==> config.mk <==
export PLATFORM = sky130hd
export DESIGN_NAME = eeprom_page_transfer_splitter
export DESIGN_NICKNAME = d
export VERILOG_FILES = /design/src/rtl/core/eps_pkg.sv /design/src/rtl/core/eeprom_page_transfer_splitter.sv /design/src/rtl/core/eps_front.sv /design/src/rtl/core/eps_queue.sv /design/src/rtl/core/eps_back.sv
export SDC_FILE = /design/constraint.sdc
export NUM_CORES = 1
export LEC_CHECK = 0
export ABC_AREA = 1
export BUFFER_PORTS_ARGS = -buffer_cell sky130_fd_sc_hd__buf_2
export CAP_MARGIN = 0
export CORE_MARGIN = 1.5
export CORE_UTILIZATION = 51
export CTS_CLUSTER_DIAMETER = 200
export DETAILED_ROUTE_END_ITERATION = 7
export PLACE_DENSITY = 0.73
export SETUP_SLACK_MARGIN = 0.5
export SYNTH_ARGS = -nofsm -noshare
export SYNTH_HDL_FRONTEND = slang
export SYNTH_SLANG_ARGS = --single-unit
==> constraint.sdc <==
create_clock -name clk -period 10.3 [get_ports clk]
set_input_delay 1.545 -clock clk [delete_from_list [all_inputs] [get_ports clk]]
set_output_delay 1.545 -clock clk [all_outputs]
set_load 0.01 [all_outputs]
==> src/rtl/core/eps_pkg.sv <==
// shared types, constants and lookup functions for the eeprom page transfer splitter
package eps_pkg;

  localparam int unsigned MAX_REQUEST_BYTES = 256;
  localparam int unsigned ADDR_W = 18;
  localparam int unsigned LEN_W = 9;
  localparam int unsigned TYPE_W = 5;
  localparam int unsigned QUEUE_DEPTH = 2;
  localparam int unsigned QPTR_W = 1;
  localparam int unsigned QCNT_W = 2;

  localparam logic [TYPE_W-1:0] MEMORY_TYPE_RESET = 5'd15;
  localparam logic [TYPE_W-1:0] TYPE_LAST_NARROW = 5'd8;
  localparam logic [TYPE_W-1:0] TYPE_BANK_HIGH = 5'd17;
  localparam logic [TYPE_W-1:0] TYPE_BANK_LOW = 5'd18;
  localparam logic [TYPE_W-1:0] TYPE_BANK_QUAD = 5'd19;

  localparam logic [7:0] BASE_DEVICE = 8'hA0;

  localparam logic [1:0] STATUS_SEGMENT = 2'd0;
  localparam logic [1:0] STATUS_EMPTY = 2'd1;
  localparam logic [1:0] STATUS_NO_PAGE = 2'd2;

  localparam logic OP_READ = 1'b0;
  localparam logic OP_WRITE = 1'b1;

  typedef struct packed {
    logic              operation;
    logic [ADDR_W-1:0] start_addr;
    logic [LEN_W-1:0]  transfer_length;
  } req_t;

  typedef struct packed {
    logic [7:0]       device_addr;
    logic [15:0]      word_addr;
    logic             wide_address;
    logic [LEN_W-1:0] segment_length;
    logic [7:0]       poll_device_addr;
    logic [1:0]       status;
    logic             last;
  } rsp_t;

  // classified request handed from front to back
  typedef struct packed {
    logic              operation;
    logic [ADDR_W-1:0] start_addr;
    logic [LEN_W-1:0]  length;
    logic [TYPE_W-1:0] type_index;
    logic [LEN_W-1:0]  page_size;
    logic              wide_address;
    logic [7:0]        poll_device_addr;
    logic [1:0]        status;
  } cmd_t;

  typedef struct packed {
    logic not_empty;
    logic full;
  } q_stat_t;

  function automatic logic [LEN_W-1:0] page_size(input logic [TYPE_W-1:0] t);
    logic [LEN_W-1:0] p;
    unique case (t) inside
      5'd4, 5'd14, 5'd15:  p = 9'd64;
      5'd7, 5'd8:          p = 9'd8;
      5'd9, 5'd10, 5'd11:  p = 9'd16;
      5'd12, 5'd13:        p = 9'd32;
      5'd16, 5'd17, 5'd18: p = 9'd128;
      5'd19:               p = 9'd256;
      default:             p = 9'd0;
    endcase
    return p;
  endfunction

  function automatic logic [7:0] bank_device(input logic [TYPE_W-1:0] t,
                                             input logic [ADDR_W-1:0] a);
    logic [7:0] d;
    d = BASE_DEVICE;
    if (a[17:16] != 2'b00) begin
      if (t == TYPE_BANK_HIGH) begin
        d = BASE_DEVICE + 8'd8;
      end else if (t == TYPE_BANK_LOW) begin
        d = BASE_DEVICE + 8'd2;
      end else if (t == TYPE_BANK_QUAD) begin
        d = BASE_DEVICE + {5'd0, a[17:16], 1'b0};
      end
    end
    return d;
  endfunction

endpackage

==> src/rtl/core/eeprom_page_transfer_splitter.sv <==
// top level: splits bulk eeprom requests into page-safe bus segments
// path: a status-only result passes the queue and the output register; a segment
//   passes the queue, the walker's command register and the output register, and
//   later segments follow one per cycle while rsp_ready does not stall the output
// the walker is busy until a request's last segment; a 2-entry queue decouples intake
// reset: synchronous, clears queue, walker and output valid; memory_type returns to 15
module eeprom_page_transfer_splitter (
  input  logic                       clk,
  input  logic                       rst,
  input  logic                       req_valid,
  output logic                       req_ready,
  input  eps_pkg::req_t              req,
  output logic                       rsp_valid,
  input  logic                       rsp_ready,
  output eps_pkg::rsp_t              rsp,
  input  logic                       cfg_we,
  input  logic [eps_pkg::TYPE_W-1:0] cfg_wdata
);

  logic [eps_pkg::TYPE_W-1:0] memory_type;
  eps_pkg::q_stat_t           q_stat;
  eps_pkg::cmd_t              push_cmd;
  eps_pkg::cmd_t              head;
  logic                       push;
  logic                       pop;

  always_ff @(posedge clk) begin
    if (rst) begin
      memory_type <= eps_pkg::MEMORY_TYPE_RESET;
    end else if (cfg_we) begin
      memory_type <= cfg_wdata;
    end
  end

  eps_front u_front (
    .req_valid   (req_valid),
    .req_ready   (req_ready),
    .req         (req),
    .memory_type (memory_type),
    .q_stat      (q_stat),
    .push        (push),
    .cmd         (push_cmd)
  );

  eps_queue u_queue (
    .clk      (clk),
    .rst      (rst),
    .push     (push),
    .push_cmd (push_cmd),
    .pop      (pop),
    .head     (head),
    .q_stat   (q_stat)
  );

  eps_back u_back (
    .clk       (clk),
    .rst       (rst),
    .head      (head),
    .q_stat    (q_stat),
    .pop       (pop),
    .rsp_valid (rsp_valid),
    .rsp_ready (rsp_ready),
    .rsp       (rsp)
  );

`ifndef SYNTH
  a_status_is_last: assert property (@(posedge clk) disable iff (rst)
    rsp_valid && rsp.status != eps_pkg::STATUS_SEGMENT |-> rsp.last)
    else $error("status-only word without last");

  a_segment_nonzero: assert property (@(posedge clk) disable iff (rst)
    rsp_valid && rsp.status == eps_pkg::STATUS_SEGMENT |->
      rsp.segment_length != '0 &&
      rsp.segment_length <= eps_pkg::LEN_W'(eps_pkg::MAX_REQUEST_BYTES))
    else $error("segment length out of range");

  a_pop_only_nonempty: assert property (@(posedge clk) disable iff (rst)
    pop |-> q_stat.not_empty && !rsp_valid || pop && rsp_ready)
    else $error("queue popped while output blocked or queue empty");

  a_type_reset: assert property (@(posedge clk)
    $past(rst) |-> memory_type == eps_pkg::MEMORY_TYPE_RESET)
    else $error("memory type not restored by reset");
`endif

endmodule

==> src/rtl/core/eps_front.sv <==
// front end: takes request words, saturates length, classifies and queues them
module eps_front (
  input  logic                       req_valid,
  output logic                       req_ready,
  input  eps_pkg::req_t              req,
  input  logic [eps_pkg::TYPE_W-1:0] memory_type,
  input  eps_pkg::q_stat_t           q_stat,
  output logic                       push,
  output eps_pkg::cmd_t              cmd
);

  logic [eps_pkg::LEN_W-1:0] len_sat;
  logic [eps_pkg::LEN_W-1:0] page;

  always_comb begin
    if (req.transfer_length > eps_pkg::LEN_W'(eps_pkg::MAX_REQUEST_BYTES)) begin
      len_sat = eps_pkg::LEN_W'(eps_pkg::MAX_REQUEST_BYTES);
    end else begin
      len_sat = req.transfer_length;
    end
    page = eps_pkg::page_size(memory_type);

    cmd.operation = req.operation;
    cmd.start_addr = req.start_addr;
    cmd.length = len_sat;
    cmd.type_index = memory_type;
    cmd.page_size = page;
    cmd.wide_address = (memory_type > eps_pkg::TYPE_LAST_NARROW);
    cmd.poll_device_addr = (req.operation == eps_pkg::OP_WRITE) ?
                           eps_pkg::bank_device(memory_type, req.start_addr) : 8'd0;
    if (len_sat == '0) begin
      cmd.status = eps_pkg::STATUS_EMPTY;
    end else if (page == '0) begin
      cmd.status = eps_pkg::STATUS_NO_PAGE;
    end else begin
      cmd.status = eps_pkg::STATUS_SEGMENT;
    end
  end

  assign req_ready = !q_stat.full;
  assign push = req_valid && !q_stat.full;

endmodule

==> src/rtl/core/eps_queue.sv <==
// short command queue between front and back
module eps_queue (
  input  logic             clk,
  input  logic             rst,
  input  logic             push,
  input  eps_pkg::cmd_t    push_cmd,
  input  logic             pop,
  output eps_pkg::cmd_t    head,
  output eps_pkg::q_stat_t q_stat
);

  eps_pkg::cmd_t                entries [eps_pkg::QUEUE_DEPTH];
  logic [eps_pkg::QPTR_W-1:0]   wr_ptr;
  logic [eps_pkg::QPTR_W-1:0]   rd_ptr;
  logic [eps_pkg::QCNT_W-1:0]   count;
  logic                         do_push;
  logic                         do_pop;

  assign q_stat.full = (count == eps_pkg::QCNT_W'(eps_pkg::QUEUE_DEPTH));
  assign q_stat.not_empty = (count != '0);
  assign do_push = push && !q_stat.full;
  assign do_pop = pop && q_stat.not_empty;
  assign head = entries[rd_ptr];

  always_ff @(posedge clk) begin
    if (do_push) begin
      entries[wr_ptr] <= push_cmd;
    end
  end

  always_ff @(posedge clk) begin
    if (rst) begin
      wr_ptr <= '0;
      rd_ptr <= '0;
      count <= '0;
    end else begin
      if (do_push) begin
        wr_ptr <= wr_ptr + 1'b1;
      end
      if (do_pop) begin
        rd_ptr <= rd_ptr + 1'b1;
      end
      if (do_push && !do_pop) begin
        count <= count + 1'b1;
      end else if (do_pop && !do_push) begin
        count <= count - 1'b1;
      end
    end
  end

endmodule

==> src/rtl/core/eps_back.sv <==
// back end: walks one request segment by segment into the output register
module eps_back (
  input  logic             clk,
  input  logic             rst,
  input  eps_pkg::cmd_t    head,
  input  eps_pkg::q_stat_t q_stat,
  output logic             pop,
  output logic             rsp_valid,
  input  logic             rsp_ready,
  output eps_pkg::rsp_t    rsp
);

  typedef enum logic [1:0] {
    S_IDLE = 2'b01,
    S_RUN  = 2'b10
  } state_t;

  state_t                     state;
  eps_pkg::cmd_t              cmd;
  logic [eps_pkg::ADDR_W-1:0] cur_addr;
  logic [eps_pkg::LEN_W-1:0]  remaining;
  logic                       slot_free;
  logic                       emit;
  logic [eps_pkg::LEN_W-1:0]  page_mask;
  logic [7:0]                 offset;
  logic [eps_pkg::LEN_W-1:0]  seg_full;
  logic [eps_pkg::LEN_W-1:0]  seg;
  logic                       seg_last;

  assign slot_free = !rsp_valid || rsp_ready;
  assign pop = (state == S_IDLE) && q_stat.not_empty && slot_free;
  assign emit = (pop && (head.status != eps_pkg::STATUS_SEGMENT)) ||
                ((state == S_RUN) && slot_free);

  always_comb begin
    page_mask = cmd.page_size - 1'b1;
    offset = cur_addr[7:0] & page_mask[7:0];
    // writes stop at the next page boundary
    seg_full = (cmd.operation == eps_pkg::OP_WRITE) ?
               (cmd.page_size - {1'b0, offset}) : cmd.page_size;
    seg = (seg_full > remaining) ? remaining : seg_full;
    seg_last = (seg == remaining);
  end

  always_ff @(posedge clk) begin
    if (rst) begin
      state <= S_IDLE;
      rsp_valid <= 1'b0;
    end else begin
      if (emit) begin
        rsp_valid <= 1'b1;
      end else if (rsp_ready) begin
        rsp_valid <= 1'b0;
      end
      unique case (state)
        S_IDLE: begin
          if (pop) begin
            cmd <= head;
            cur_addr <= head.start_addr;
            remaining <= head.length;
            if (head.status != eps_pkg::STATUS_SEGMENT) begin
              rsp <= '{device_addr: 8'd0, word_addr: 16'd0, wide_address: 1'b0,
                       segment_length: '0, poll_device_addr: 8'd0,
                       status: head.status, last: 1'b1};
            end else begin
              state <= S_RUN;
            end
          end
        end
        S_RUN: begin
          if (slot_free) begin
            rsp <= '{device_addr: eps_pkg::bank_device(cmd.type_index, cur_addr),
                     word_addr: cur_addr[15:0],
                     wide_address: cmd.wide_address,
                     segment_length: seg,
                     poll_device_addr: cmd.poll_device_addr,
                     status: eps_pkg::STATUS_SEGMENT,
                     last: seg_last};
            cur_addr <= cur_addr + eps_pkg::ADDR_W'(seg);
            remaining <= remaining - seg;
            if (seg_last) begin
              state <= S_IDLE;
            end
          end
        end
        default: begin
          state <= S_IDLE;
        end
      endcase
    end
  end

endmodule
# Yosys cells after proc, flatten, opt, wreduce, memory -nomap -nowiden
# Memories as Yosys holds them, arrays and structs flattened. A register that Yosys moved wholly into a read port is not among the register bits.
# Cells that the tools add are included.
# word_totals
register_bits	108
mem_bits_rw	106
output_inout_bits	47
n_memories	1
# memory_table
memory	depth	word_bits	read_ports	rd_ports_with_merged_regs	write_ports	line	rtl
u_queue.entries	2	53	1	1	1	eps_queue.sv:12	eps_pkg::cmd_t entries [eps_pkg::QUEUE_DEPTH];
# classes
n_addsub	10
order_cmp	3
eq_ne	26
muxes	38
bitwise	2
n_reduce_logical	33
# ops
op	count
two-way mux 45 bit	3
case mux 45 bit (2 select lines)	1
two-way mux 8 bit	9
case mux 9 bit (6 select lines)	1
two-way mux 9 bit	5
equality test 5 x 4 -> 1 bit (second input constant)	8
two-way mux 18 bit	2
case mux 18 bit (2 select lines)	1
equality test 5 bit (second input constant)	7
adder 18 x 9 -> 18 bit	1
zero test 9 bit	2
case mux 9 bit (2 select lines)	1
adder 8 x 3 -> 8 bit (first input constant)	2
two-way mux 2 bit	8
nonzero test 2 bit	7
equality test 5 x 3 -> 1 bit (second input constant)	2
equality test 9 bit	1
> comparator 9 bit	1
> comparator 9 bit (second input constant)	1
logical AND 1 bit	9
OR reduction 3 bit	3
subtractor 9 x 8 -> 9 bit	1
subtractor 9 bit	1
AND 8 bit	1
other kinds (18)	34

# Depth between registers and ports, before layout
# Gate-level depths: netlist of the first run.
# logic_depth
depth_word	10
mapped_depth	40

# Modules after synthesis
# From an unflattened synthesis of the first run, not the netlist that was laid out.
# unflattened
hier_cells	923
area_unflattened_um2	10442.5
# by_module_without_submodules
mod	instances	cells_each	area_per_inst_um2	seq_area_each_um2
eps_back	1	581	5355.1	2822.7
eps_queue	1	202	4322.9	3283.1
eps_front	1	116	588.1	0.0
eeprom_page_transfer_splitter	1	24	176.4	100.1

# Worst setup path after synthesis of the first run
# Ideal clock, no wire load.
# synth_path
path_kind	input to register
from	input rsp_ready
to	register, netlist name u_back.rsp[0]
setup_time_ns	0.487
arrival_ns	4.719
required_time_ns	9.813
slack_ns	5.093
stages	6
n_path_buf	0
cell_sequence	nor2_1 -> inv_1 -> nand2_1 -> o21ai_0 -> inv_1 -> a211oi_1
# synth_via
elab_chain_cells	4
# synth_rtl
item	line	rtl
start, declared	eeprom_page_transfer_splitter.sv:14	input logic rsp_ready,
logical OR 1 bit (*)	eps_back.sv:30	assign slot_free = !rsp_valid || rsp_ready;
logical AND 1 bit	eps_back.sv:31	assign pop = (state == S_IDLE) && q_stat.not_empty && slot_free;
inequality test 2 x 1 -> 1 bit (no source line)	-	
AND reduction 5 bit (no source line) (*)	-	
# Mark *: on every way between the ends. The rest lies on a longest branch, timed or not.
# A chain may end at the register's enable or synchronous reset.

# Final worst setup path of the first run
# layout_path
from	register u_back.cmd[14] (netlist bit)
to	register u_back.cur_addr[14] (netlist bit) (data pin)
# layout_via
elab_chain_cells	9
# layout_rtl
item	line	rtl
start, declared	eps_back.sv:19	eps_pkg::cmd_t cmd;
start signal, assigned	eps_back.sv:58	cmd <= head;
subtractor 8 x 1 -> 8 bit	eps_back.sv:36	page_mask = cmd.page_size - 1'b1;
AND 8 bit	eps_back.sv:37	offset = cur_addr[7:0] & page_mask[7:0];
subtractor 9 x 8 -> 9 bit	eps_back.sv:40	(cmd.page_size - {1'b0, offset}) : cmd.page_size;
two-way mux 9 bit (*)	eps_back.sv:39	seg_full = (cmd.operation == eps_pkg::OP_WRITE) ?
> comparator 9 bit (*)	eps_back.sv:41	seg = (seg_full > remaining) ? remaining : seg_full;
two-way mux 9 bit (*)	eps_back.sv:41	
net u_back.seg, one bit	eps_back.sv:27	logic [eps_pkg::LEN_W-1:0] seg;
adder 18 x 9 -> 18 bit (*)	eps_back.sv:79	cur_addr <= cur_addr + eps_pkg::ADDR_W'(seg);
two-way mux 18 bit (*)	eps_back.sv:71	if (slot_free) begin
case mux 18 bit (2 select lines) (*)	eps_back.sv:55	unique case (state)
end signal, assigned	eps_back.sv:59	cur_addr <= head.start_addr;
end signal, assigned	eps_back.sv:79	
end, declared	eps_back.sv:20	logic [eps_pkg::ADDR_W-1:0] cur_addr;
# Mark *: on every way through the listed nets, which the timed path passes. The rest lies on a longest branch. The select of a mux whose other input is x is not followed.

==> results.md, run 1 <==
* Clock Pin Slew Worst Setup and Hold Paths at 70 ps
* Met3 WL post-DR at 1130 um
* Port Buffers at 78
* Final hold viol count at 0
* Die Y-Extent at 134 um
* Pwr dens at 330 nW/um2
* Clk buf depth at 2
* Worst Skew at 15.1 ps
* Worst hold path class: register to register
* Clk Latency, worst-skew pair at 430 ps
* Vias in the first global route at 5,621
* Filler Cells Inserted at 1,349
* Placed cell areas at 9350 um2
* Vias at 6,090
* Final period util at 52.4%
* # rows at 47
* Min Tclk post-route at 5400 ps
* CP Launch Type: register
* Nets at 1,003
* Gr ovfl total at 0
* Dpl ws at 4940 ps
* CP endpoint kind: register
* Via/cell ratio at 5.23
* Postcts setup bufs at 0
* Max_cap viols at 0
* Total power at 3.29 mW
* Cts bufs inserted at 17
* Post-synth ARST share at 0%
* CTS sink count at 183
* Worst Path Arrival at 5570 ps
* CTS tree: built
* Drt pass-1 iters at 7
* Status: complete, no violations
* Post-synth EDFFs at 170
* Net switching power at 1.35 mW
* Max-slew violations at 0
* Mean Syn Cell Area at 10.2 um2
* Final worst slack at 4900 ps
* Post-Syn Area at 8730 um2
* Die area at 17,900 um2
* Layout cells sized above 1 at 17.7%
* Largest cells by area after synthesis: edfxtp_1 58%, nand2_1 8.0%, ha_1 4.6%
* Most used cell, CP: nand2_1
* Most frequent cell after synthesis: nand2_1
* Setup TNS Final at 0 ps
* Initial antenna violation count at 0
* Starting DRT DRC Count at 418
* Cts hold-fix bufs at 0
* Internal power at 1.94 mW
* Post-cts resize count at 0
* Largest net degree at the start of global routing at 50
* H-Tree Depth at 4
* Synth-to-layout area growth at 14.2%
* All-Layer GR Usage at 21.2%
* Fin area at 9970 um2
* Hpwl dp at 12,400 um
* Unrepaired setup endpoints after global routing: false
* I/O Pins at 85
* Initial Utilization at 52.4%
* Synth Warn # at 0
* Clock power frac at 20.0%
* Routed met2 length at 8730 um
* Worst Tran Pin Value at 999 ps
* Register area share after synthesis at 61.5%
* Relative slew slack at 33.3%
* Most frequent cells after synthesis: 185 x nand2_1, 170 x edfxtp_1, 105 x inv_1
* Leak pwr at 4.27 nW
* Reg power frac at 34.3%
* Crit-path max FO at 15
* Net Sw Frac at 41.1%
* Die width at 134 um
* CP max-delay cell: edfxtp_1
* Post-Route WL at 18,200 um
* WP data required at 10,480 ps
* F_max at 185 MHz
* Number of remaining DRC errors at 0
* Synth area leader: edfxtp_1
* Unique masters post-synth at 44
* DRT met1 WL at 8080 um
* Clock Tree Root: clkbuf_16
* Antenna viol nets, final at 0
* Setup-failing EPs final at 0
* Syn Inst Count at 853
* Wirelength per Cell at 15.6 um
* Max Used Layer: met4
* CP Class: register to register
* Placer Congestion at 0.905
* Logic pwr share at 45.6%
* Global-route wire length before repair at 28,700 um
* Synth top area share at 58.5%
* Yosys reg bits at 183
* CP max stage delay at 430 ps
* # diodes at 0
* Core Area at 16,600 um2
* Peak VDD IR at 0.154 mV
* Ys flop type: edfxtp_1
metrics by stage:
stage                     hold slack [ps]  cells  util [%]
after floorplan                       447    858         -
after CTS                             491   1164      59.9
after global placement                456   1132      56.2
after detailed placement              476   1132      56.2
after global routing                  508   1164      59.9
final                                 493   1164      59.9
path summary, 6_finish.rpt:
path | start | end | slack, ps | cells after the start
max reg2reg | u_back.cmd[14]$_DFFE_PP_ | u_back.cur_addr[14]$_DFFE_PP_ | 4900 | 34
min reg2reg | u_back.state[1]$_SDFFE_PP0P_ | u_back.state[1]$_SDFFE_PP0P_ | 490 | 2
min | u_back.state[1]$_SDFFE_PP0P_ | u_back.state[1]$_SDFFE_PP0P_ | 490 | 2
max | u_back.cmd[14]$_DFFE_PP_ | u_back.cur_addr[14]$_DFFE_PP_ | 4900 | 34
metal layers:
layer,up-vias,track usage (%)
met4,0,6.94
met5,-,0
li1,3030,-
met1,2834,28.7
met2,202,34.1
met3,24,4.72
cell usage in the layout (no fill, tap or decap), types with 3 or more instances in the layout:
cell and count:
nand2_1 185, nor2_4 3, o22ai_1 14, a31oi_1 4, edfxtp_1 170, a21o_1 3, clkinvlp_4 3, o21ai_2 9
nand2_2 9, nand3_2 3, xor2_1 7, inv_2 14, nor2_2 4, o21ai_1 8, clkbuf_16 20, ha_1 31
nand3_1 17, buf_4 8, o21ai_0 51, buf_2 78, xnor2_1 3, inv_1 105, nor2_1 81, clkbuf_1 3
nand4_1 4, dfxtp_1 13, a21oi_1 45, nor4_1 6, conb_1 6, nor3_1 9
sequential cells by signal, indices dropped and copies added (netlist names), named ones only:
signal and count:
u_back.state 2, u_back.remaining 9, memory_type 5, u_back.rsp 37
u_queue.entries 90, u_back.rsp_valid 1, u_queue.wr_ptr 1, u_queue.count 2
u_queue.rd_ptr 1, u_back.cmd 16, u_back.cur_addr 18
power groups by stage:
stage / Clock [mW] / Combinational (mW) / Sequential, mW
after global routing: 0.702 / 1.69 / 1.15
after detailed placement: 0 / 1.47 / 1.14
after CTS: 0.670 / 1.49 / 1.13
after global placement: 0 / 1.45 / 1.14
final: 0.660 / 1.50 / 1.13
after floorplan: 0 / 1.10 / 1.14
worst max-delay path: cells and delay by family (launching register included):
kind,cells,cell delay (ps)
compound gates,8,1090
buf+inv,6,480
fa+ha+maj,5,1420
simple gates,15,1740
flops,1,430
kinds of logic after synthesis:
logic type               count (synthesis)  share of synthesized area, %
AO/OA/AOI/OAI                          145                          9.68
XOR/XNOR                                10                          1.00
adder cells (fa/ha/maj)                 34                          5.05
buffers and inverters                  151                          6.92
flip-flops                             183                          61.5
multiplexers                             2                         0.229
other                                    1                        0.0430
AND/OR/NAND/NOR                        327                          15.6
final cells by class:
class / count / area, um2 / area share [%]
sequential: 183 / 5370 / 53.8
multi-input combinational: 524 / 2810 / 28.2
clock buffer: 25 / 539 / 5.41
timing repair buffer: 86 / 450 / 4.52
inverter: 119 / 447 / 4.48
tap: 220 / 275 / 2.76
clock inverter: 7 / 78.8 / 0.791
Note: power is estimated with default switching activity, not from simulation.
==> run 2, diff against run 1 <==
Settings changed: ABC_AREA 1 to 0.
Clock period 10.3 ns to 5.2 ns, I/O delays scaled along.
==> run 2 against run 1 <==
  * The flow now finishes with violations (negative setup slack)
  * Utilization rose by 4.8 points
  * Power rose by 110%
  * Clock power rose by 89%
  * Register-to-register slack got worse by 5000 ps
  * Via count fell by 2.1%
  * First-iteration DRC count fell by 11%
  * Clock skew fell by 5.2 ps
  * Non-clock buffer count rose by 49
  * Synthesized area rose by 1.3%
  * Routed wire length rose by 6.9%
  * Hold slack improved by 29 ps
  * Critical path type unchanged
  * Critical endpoint is now u_back.cur_addr[16]$_DFFE_PP_
  * Highest routed layer unchanged
==> results.md, run 2 <==
* Status: finished, violations left
* Failing checks: negative setup slack
* Total power at 6.87 mW
* Reg power frac at 32.3%
* Nets at 905
* Ys flop type: edfxtp_1
* Min Tclk post-route at 5300 ps
* Synth-to-layout area growth at 22.6%
* Setup-failing EPs final at 4
* # diodes at 0
* # rows at 47
* Max_cap viols at 0
* Antenna viol nets, final at 0
* CP Launch Type: register
* F_max at 189 MHz
* Peak VDD IR at 0.398 mV
* Wirelength per Cell at 18.3 um
* Worst Skew at 9.92 ps
* All-Layer GR Usage at 22.2%
* Clock power frac at 18.2%
* Syn Inst Count at 711
* Clock Pin Slew Worst Setup and Hold Paths at 70 ps
* Post-synth EDFFs at 170
* Final period util at 102%
* Core Area at 16,800 um2
* Unrepaired setup endpoints after global routing: true
* Pwr dens at 634 nW/um2
* Initial antenna violation count at 0
* CTS tree: built
* Most frequent cell after synthesis: edfxtp_1
* Logic pwr share at 49.5%
* Synth Warn # at 0
* CP Class: register to register
* Post-layout util at 64.7%
* Register area share after synthesis at 60.7%
* Largest net degree at the start of global routing at 78
* Post-Route WL at 19,500 um
* Most used cell, CP: ha_4
* Yosys reg bits at 183
* CTS sink count at 183
* Via/cell ratio at 5.59
* Most frequent cells after synthesis: 170 x edfxtp_1, 46 x nand2_1, 45 x nor2_1
* Max-slew violations at 0
* Clk Latency, worst-skew pair at 440 ps
* Post-synth ARST share at 0%
* Die area at 18,100 um2
* Global-route wire length before repair at 30,600 um
* Max reg flops at 90
* Setup slack, reg-to-reg at -100 ps
* Largest cells by area after synthesis: edfxtp_1 58%, ha_1 4.5%, mux2_2 3.1%
* Leak pwr at 4.02 nW
* Placer Congestion at 0.878
* Cts hold-fix bufs at 0
* Net Sw Frac at 37.4%
* Initial Utilization at 52.8%
* Largest register by flop count: u_queue.entries
* Port Buffers at 78
* Biggest regs: u_queue.entries x90, u_back.rsp x37, u_back.cur_addr x18
* Worst hold path class: register to register
* Drt pass-1 iters at 5
* Final worst slack at -98.3 ps
* Gr ovfl total at 0
* Synth area leader: edfxtp_1
* Most frequent cells in the layout: 170 x edfxtp_1, 78 x buf_2, 50 x buf_4, 42 x nand2_1, 40 x nor2_1
* Clock Tree Root: clkbuf_16
* Number of remaining DRC errors at 0
* Cts bufs inserted at 17
* H-Tree Depth at 4
* Unique masters post-synth at 65
* Worst Path Arrival at 5480 ps
* Clk buf depth at 2
* Starting DRT DRC Count at 371
* Internal power at 4.30 mW
* WHS at 523 ps
* Layout cells sized above 1 at 32.4%
* Post-Syn Area at 8840 um2
* Crit-path max FO at 4
* CP max stage delay at 410 ps
* Vias at 5,961
* Mean Syn Cell Area at 12.4 um2
* Worst Tran Pin Value at 1150 ps
* Die width at 135 um
* Vias in the first global route at 5,961
* I/O Pins at 85
* Hpwl dp at 12,700 um
* CP endpoint kind: register
* Filler Cells Inserted at 1,247
* CP max-delay cell: edfxtp_1
* Final hold viol count at 0
* Synth top area share at 57.7%
* Relative slew slack at 23.4%
* Net switching power at 2.57 mW
* Commonest non-fill, non-tap cell in the layout: edfxtp_1
* Die Y-Extent at 135 um
* WP data required at 5380 ps
-- run 2: changes by cell type in the layout (fill, tap and decap cells not counted), sizes merged, moves of 13 or more --
| cell | change |
|---|---|
| inv | -78 |
| mux2 | +26 |
| nor3 | +15 |
| mux2i | +23 |
| nor2 | -43 |
| o21ai | -37 |
| nand2 | -148 |
| and2 | +25 |
| nand2b | +15 |
| nor2b | +25 |
| a21oi | -13 |
| buf | +49 |
-- run 2: what timing repair did --
item | CTS | global route
setup buffers | 11 | 8
resized for setup | 52 | 15
endpoints found under the setup margin | 23 | 26
pin swaps | 39 | 20
-- run 2: cell type report --
class / instances / area [um2] / area share [%]
Sequential cell: 183 / 5370 / 49.5
Timing Repair Buffer: 135 / 862 / 7.96
Multi-Input combinational cell: 456 / 3620 / 33.4
Clock inverter: 12 / 128 / 1.18
Clock buffer: 20 / 437 / 4.03
Tap cell: 220 / 275 / 2.54
Inverter: 40 / 150 / 1.39
-- run 2: cell families (layout without fill, tap and decap cells) --
| group | count (synthesis) | after routing | synth area share [%] |
|---|---|---|---|
| simple gates | 217 | 217 | 12.7 |
| buf+inv | 77 | 207 | 3.62 |
| xor+xnor | 20 | 20 | 1.98 |
| mux | 51 | 51 | 6.27 |
| other cells | 1 | 6 | 0.0424 |
| fa+ha+maj | 34 | 34 | 4.98 |
| compound gates | 128 | 128 | 9.74 |
| flops | 183 | 183 | 60.7 |
-- run 2: through the flow --
stage | setup WS (ps) | instance area (um2) | std cells | TNS, ps
3_3_place_gp | 44.4 | 9770 | 1015 | 0
3_5_place_dp | -102 | 9770 | 1015 | -342
6_report | -98.3 | 10800 | 1066 | -204
2_1_floorplan | 9.93 | 8940 | 716 | 0
4_1_cts | 98.4 | 10700 | 1058 | 0
5_1_grt | -310 | 10800 | 1066 | -2930
-- run 2: critical path: cells and delay by family, from the launching register on --
kind	cells	cell delay, ps
AO/OA/AOI/OAI	10	2030
AND/OR/NAND/NOR	9	1170
adder cells (fa/ha/maj)	5	1130
flip-flops	1	410
buffers and inverters	3	180
XOR/XNOR	1	130
-- run 2: path summary, 6_finish.rpt --
| kind | to | depth (start not counted) | start |
|---|---|---|---|
| setup reg to reg | u_back.cur_addr[16]$_DFFE_PP_ | 28 | u_back.cmd[15]$_DFFE_PP_ |
| hold reg to reg | u_back.rsp[6]$_SDFFCE_PN0P_ | 1 | u_back.cmd[5]$_DFFE_PP_ |
| hold / removal | u_back.rsp[6]$_SDFFCE_PN0P_ | 1 | u_back.cmd[5]$_DFFE_PP_ |
| setup / recovery | u_back.cur_addr[16]$_DFFE_PP_ | 28 | u_back.cmd[15]$_DFFE_PP_ |
-- run 2: routing by layer --
metal,up-vias,global-route usage [%],share of wire [%]
met5,-,0,0
met4,0,8.06,2.2
met3,30,4.77,4.2
met2,162,37.9,50
met1,2917,28.2,43
li1,2852,-,-
-- run 2: power by group through the flow --
stage | clock network [mW] | logic [mW] | registers [mW]
floorplan | 0 | 1.85 | 2.23
finish | 1.25 | 3.40 | 2.22
global route | 1.32 | 3.69 | 2.25
global placement | 0 | 2.66 | 2.22
CTS | 1.26 | 3.17 | 2.22
detailed placement | 0 | 2.74 | 2.24
==> run 3, diff against run 2 <==
Settings changed: CELL_PAD_IN_SITES_DETAIL_PLACEMENT set to 2, CELL_PAD_IN_SITES_GLOBAL_PLACEMENT set to 2, CORE_UTILIZATION 51 to 41, PLACE_DENSITY 0.73 to 0.83.
==> run 3 against run 2 <==
  * The flow still finishes with violations (negative setup slack)
  * Cell count rose by 7.0%
  * Power up 20%
  * Sequential share of layout area decreased by 2.0 points
  * Cell area up 4.3%
  * Critical path type unchanged
  * Clock power up 11%
  * Largest cell class unchanged
  * Hold slack got worse by 17 ps
  * Non-clock buffer count rose by 19
  * Clock skew is 5.3 ps higher
  * Global-route usage increased by 7.4 points
  * Clock-buffer cell count fell by 3
==> results.md, run 3 (synthesis gave the netlist of run 2 again) <==
* Status: finished, violations left
* Failing checks: negative setup slack
* Hpwl dp at 19,000 um
* Critical path endpoint: u_back.cur_addr[8]$_DFFE_PP_
* Net switching power at 3.63 mW
* Non-Filler Instances at 1,141
* CTS tree: built
* F_max at 167 MHz
* CP endpoint kind: register
* Global-route wire length before repair at 47,600 um
* Largest net degree at the start of global routing at 78
* Crit path launch: u_back.cmd[15]$_DFFE_PP_
* Final period util at 115%
* Relative slew slack at 16.1%
* Initial antenna violation count at 1
* Antenna viol nets, final at 0
* Number of remaining DRC errors at 0
* Logic pwr share at 55.1%
* Peak VDD IR at 0.455 mV
* Max reg flops at 90
* Drt pass-1 iters at 5
* Placed insts at 1,079
* WP depth at 27
* CP Buf/Inv Count at 4
* Vias at 6,952
* Die width at 150 um
* Internal power at 4.59 mW
* Clock power frac at 16.9%
* RR Endpoint: u_back.cur_addr[8]$_DFFE_PP_
* Largest register by flop count: u_queue.entries
* Gr ovfl total at 0
* Worst Path Arrival at 6270 ps
* CTS sink count at 183
* Synth-to-layout area growth at 27.8%
* Placer Congestion at 0.849
* Biggest regs: u_queue.entries x90, u_back.rsp x37, u_back.cur_addr x18
* Worst Tran Pin Value at 1260 ps
* Max-slew violations at 0
* Leak pwr at 4.19 nW
* Via/cell ratio at 6.09
* CP max-delay cell: edfxtp_1
* Clock Pin Slew Worst Setup and Hold Paths at 80 ps
* Net Sw Frac at 44.2%
* Worst Skew at 15.2 ps
* Top delay family on crit path: compound AO/OA/AOI/OAI gates
* Final hold viol count at 0
* CP Class: register to register
* Vias in the first global route at 7,387
* Most frequent cells in the layout: 170 x edfxtp_1, 78 x buf_2, 67 x buf_4, 41 x nand2_1, 40 x nor2_1
* Crit-path max FO at 6
* WHS at 505 ps
* Clk buf depth at 2
* H-Tree Depth at 4
* I/O Pins at 85
* Port Buffers at 78
* CP max stage delay at 430 ps
* Setup slack, reg-to-reg at -790 ps
* FF-to-FF path depth at 27
* Die area at 22,500 um2
* Most used cell, CP: ha_4
* Die Y-Extent at 150 um
* Pwr dens at 728 nW/um2
* CP Launch Type: register
* # rows at 53
* All-Layer GR Usage at 29.7%
* Worst hold path class: input port to register
* Post-layout util at 53.6%
* Layout cells sized above 1 at 37.5%
* Setup-failing EPs final at 26
* Nets at 924
* Min Tclk post-route at 5990 ps
* Post-Route WL at 36,200 um
* Total power at 8.22 mW
* Starting DRT DRC Count at 555
* Wirelength per Cell at 31.7 um
* Reg power frac at 28.0%
* Worst r2r src: u_back.cmd[15]$_DFFE_PP_
* Max_cap viols at 0
* WP data required at 5480 ps
* Commonest non-fill, non-tap cell in the layout: edfxtp_1
* Core Area at 21,100 um2
* Initial Utilization at 41.9%
* Final worst slack at -791 ps
* Clk Latency, worst-skew pair at 470 ps
* Cts bufs inserted at 17
* Unrepaired setup endpoints after global routing: true
* Clock Tree Root: clkbuf_16
[run 3: cell types whose count changed in the layout (fill, tap and decap cells not counted), sizes merged]
cell,before,now
clkbuf,20,17
bufinv,2,1
clkinvlp,2,0
inv,42,46
buf,135,154
clkinv,6,8
diode,0,1
[run 3: routing by layer]
layer  GRT usage (%)  routed length, um  vias up
met2            51.4              18300      334
met5               0                  0        -
li1                -                  -     2899
met4            17.1               2160        0
met1            34.1              13700     3593
met3            5.82               1990      126
[run 3: power groups by stage]
stage	Clock (mW)	Sequential [mW]	Combinational, mW
after floorplan	0	2.23	1.85
after global routing	1.45	2.32	4.67
final	1.39	2.30	4.53
after detailed placement	0	2.27	3.06
after global placement	0	2.23	2.71
after CTS	1.36	2.26	3.64
[run 3: final cells by class]
class / instances / area, um2
Clock inverter: 15 / 185
Multi-Input combinational cell: 456 / 3820
Inverter: 40 / 155
Fill cell: 1991 / 9790
Sequential cell: 183 / 5370
Antenna cell: 1 / 2.50
Timing Repair Buffer: 154 / 995
Clock buffer: 17 / 425
Tap cell: 275 / 344
[run 3: worst min path at each step]
| stage | cells after the start | from | end |
|---|---|---|---|
| after CTS | 1 | req[14] | u_queue.entries[0][39]$_DFFE_PP_ |
| after floorplan | 0 | memory_type[2]$_SDFFE_PP1P_ | u_queue.entries[0][22]$_DFFE_PP_ |
| after global routing | 1 | req[20] | u_queue.entries[0][45]$_DFFE_PP_ |
| final | 1 | req[20] | u_queue.entries[0][45]$_DFFE_PP_ |
| after detailed placement | 1 | u_back.cmd[5]$_DFFE_PP_ | u_back.rsp[6]$_SDFFCE_PN0P_ |
| after global placement | 2 | u_queue.count[1]$_SDFFE_PP0P_ | u_queue.count[1]$_SDFFE_PP0P_ |
[run 3: through the flow]
stage                     setup TNS [ps]  cell area [um2]  setup slack [ps]
after CTS                           -975            10900              -170
after global placement             -6.08             9880             -6.08
after detailed placement           -8790             9880              -637
after floorplan                        0             8940              9.93
final                             -13030            11300              -791
after global routing              -14560            11300              -842
[run 3: repair_timing]
| item | in CTS | in global routing |
|---|---|---|
| gates resized for setup | 73 | 49 |
| hold buffers | 0 | 0 |
| setup buffers | 11 | 18 |
| endpoints found under the setup margin | 28 | 28 |
| hold endpoints to repair | 0 | 0 |
| pin swaps | 31 | 39 |
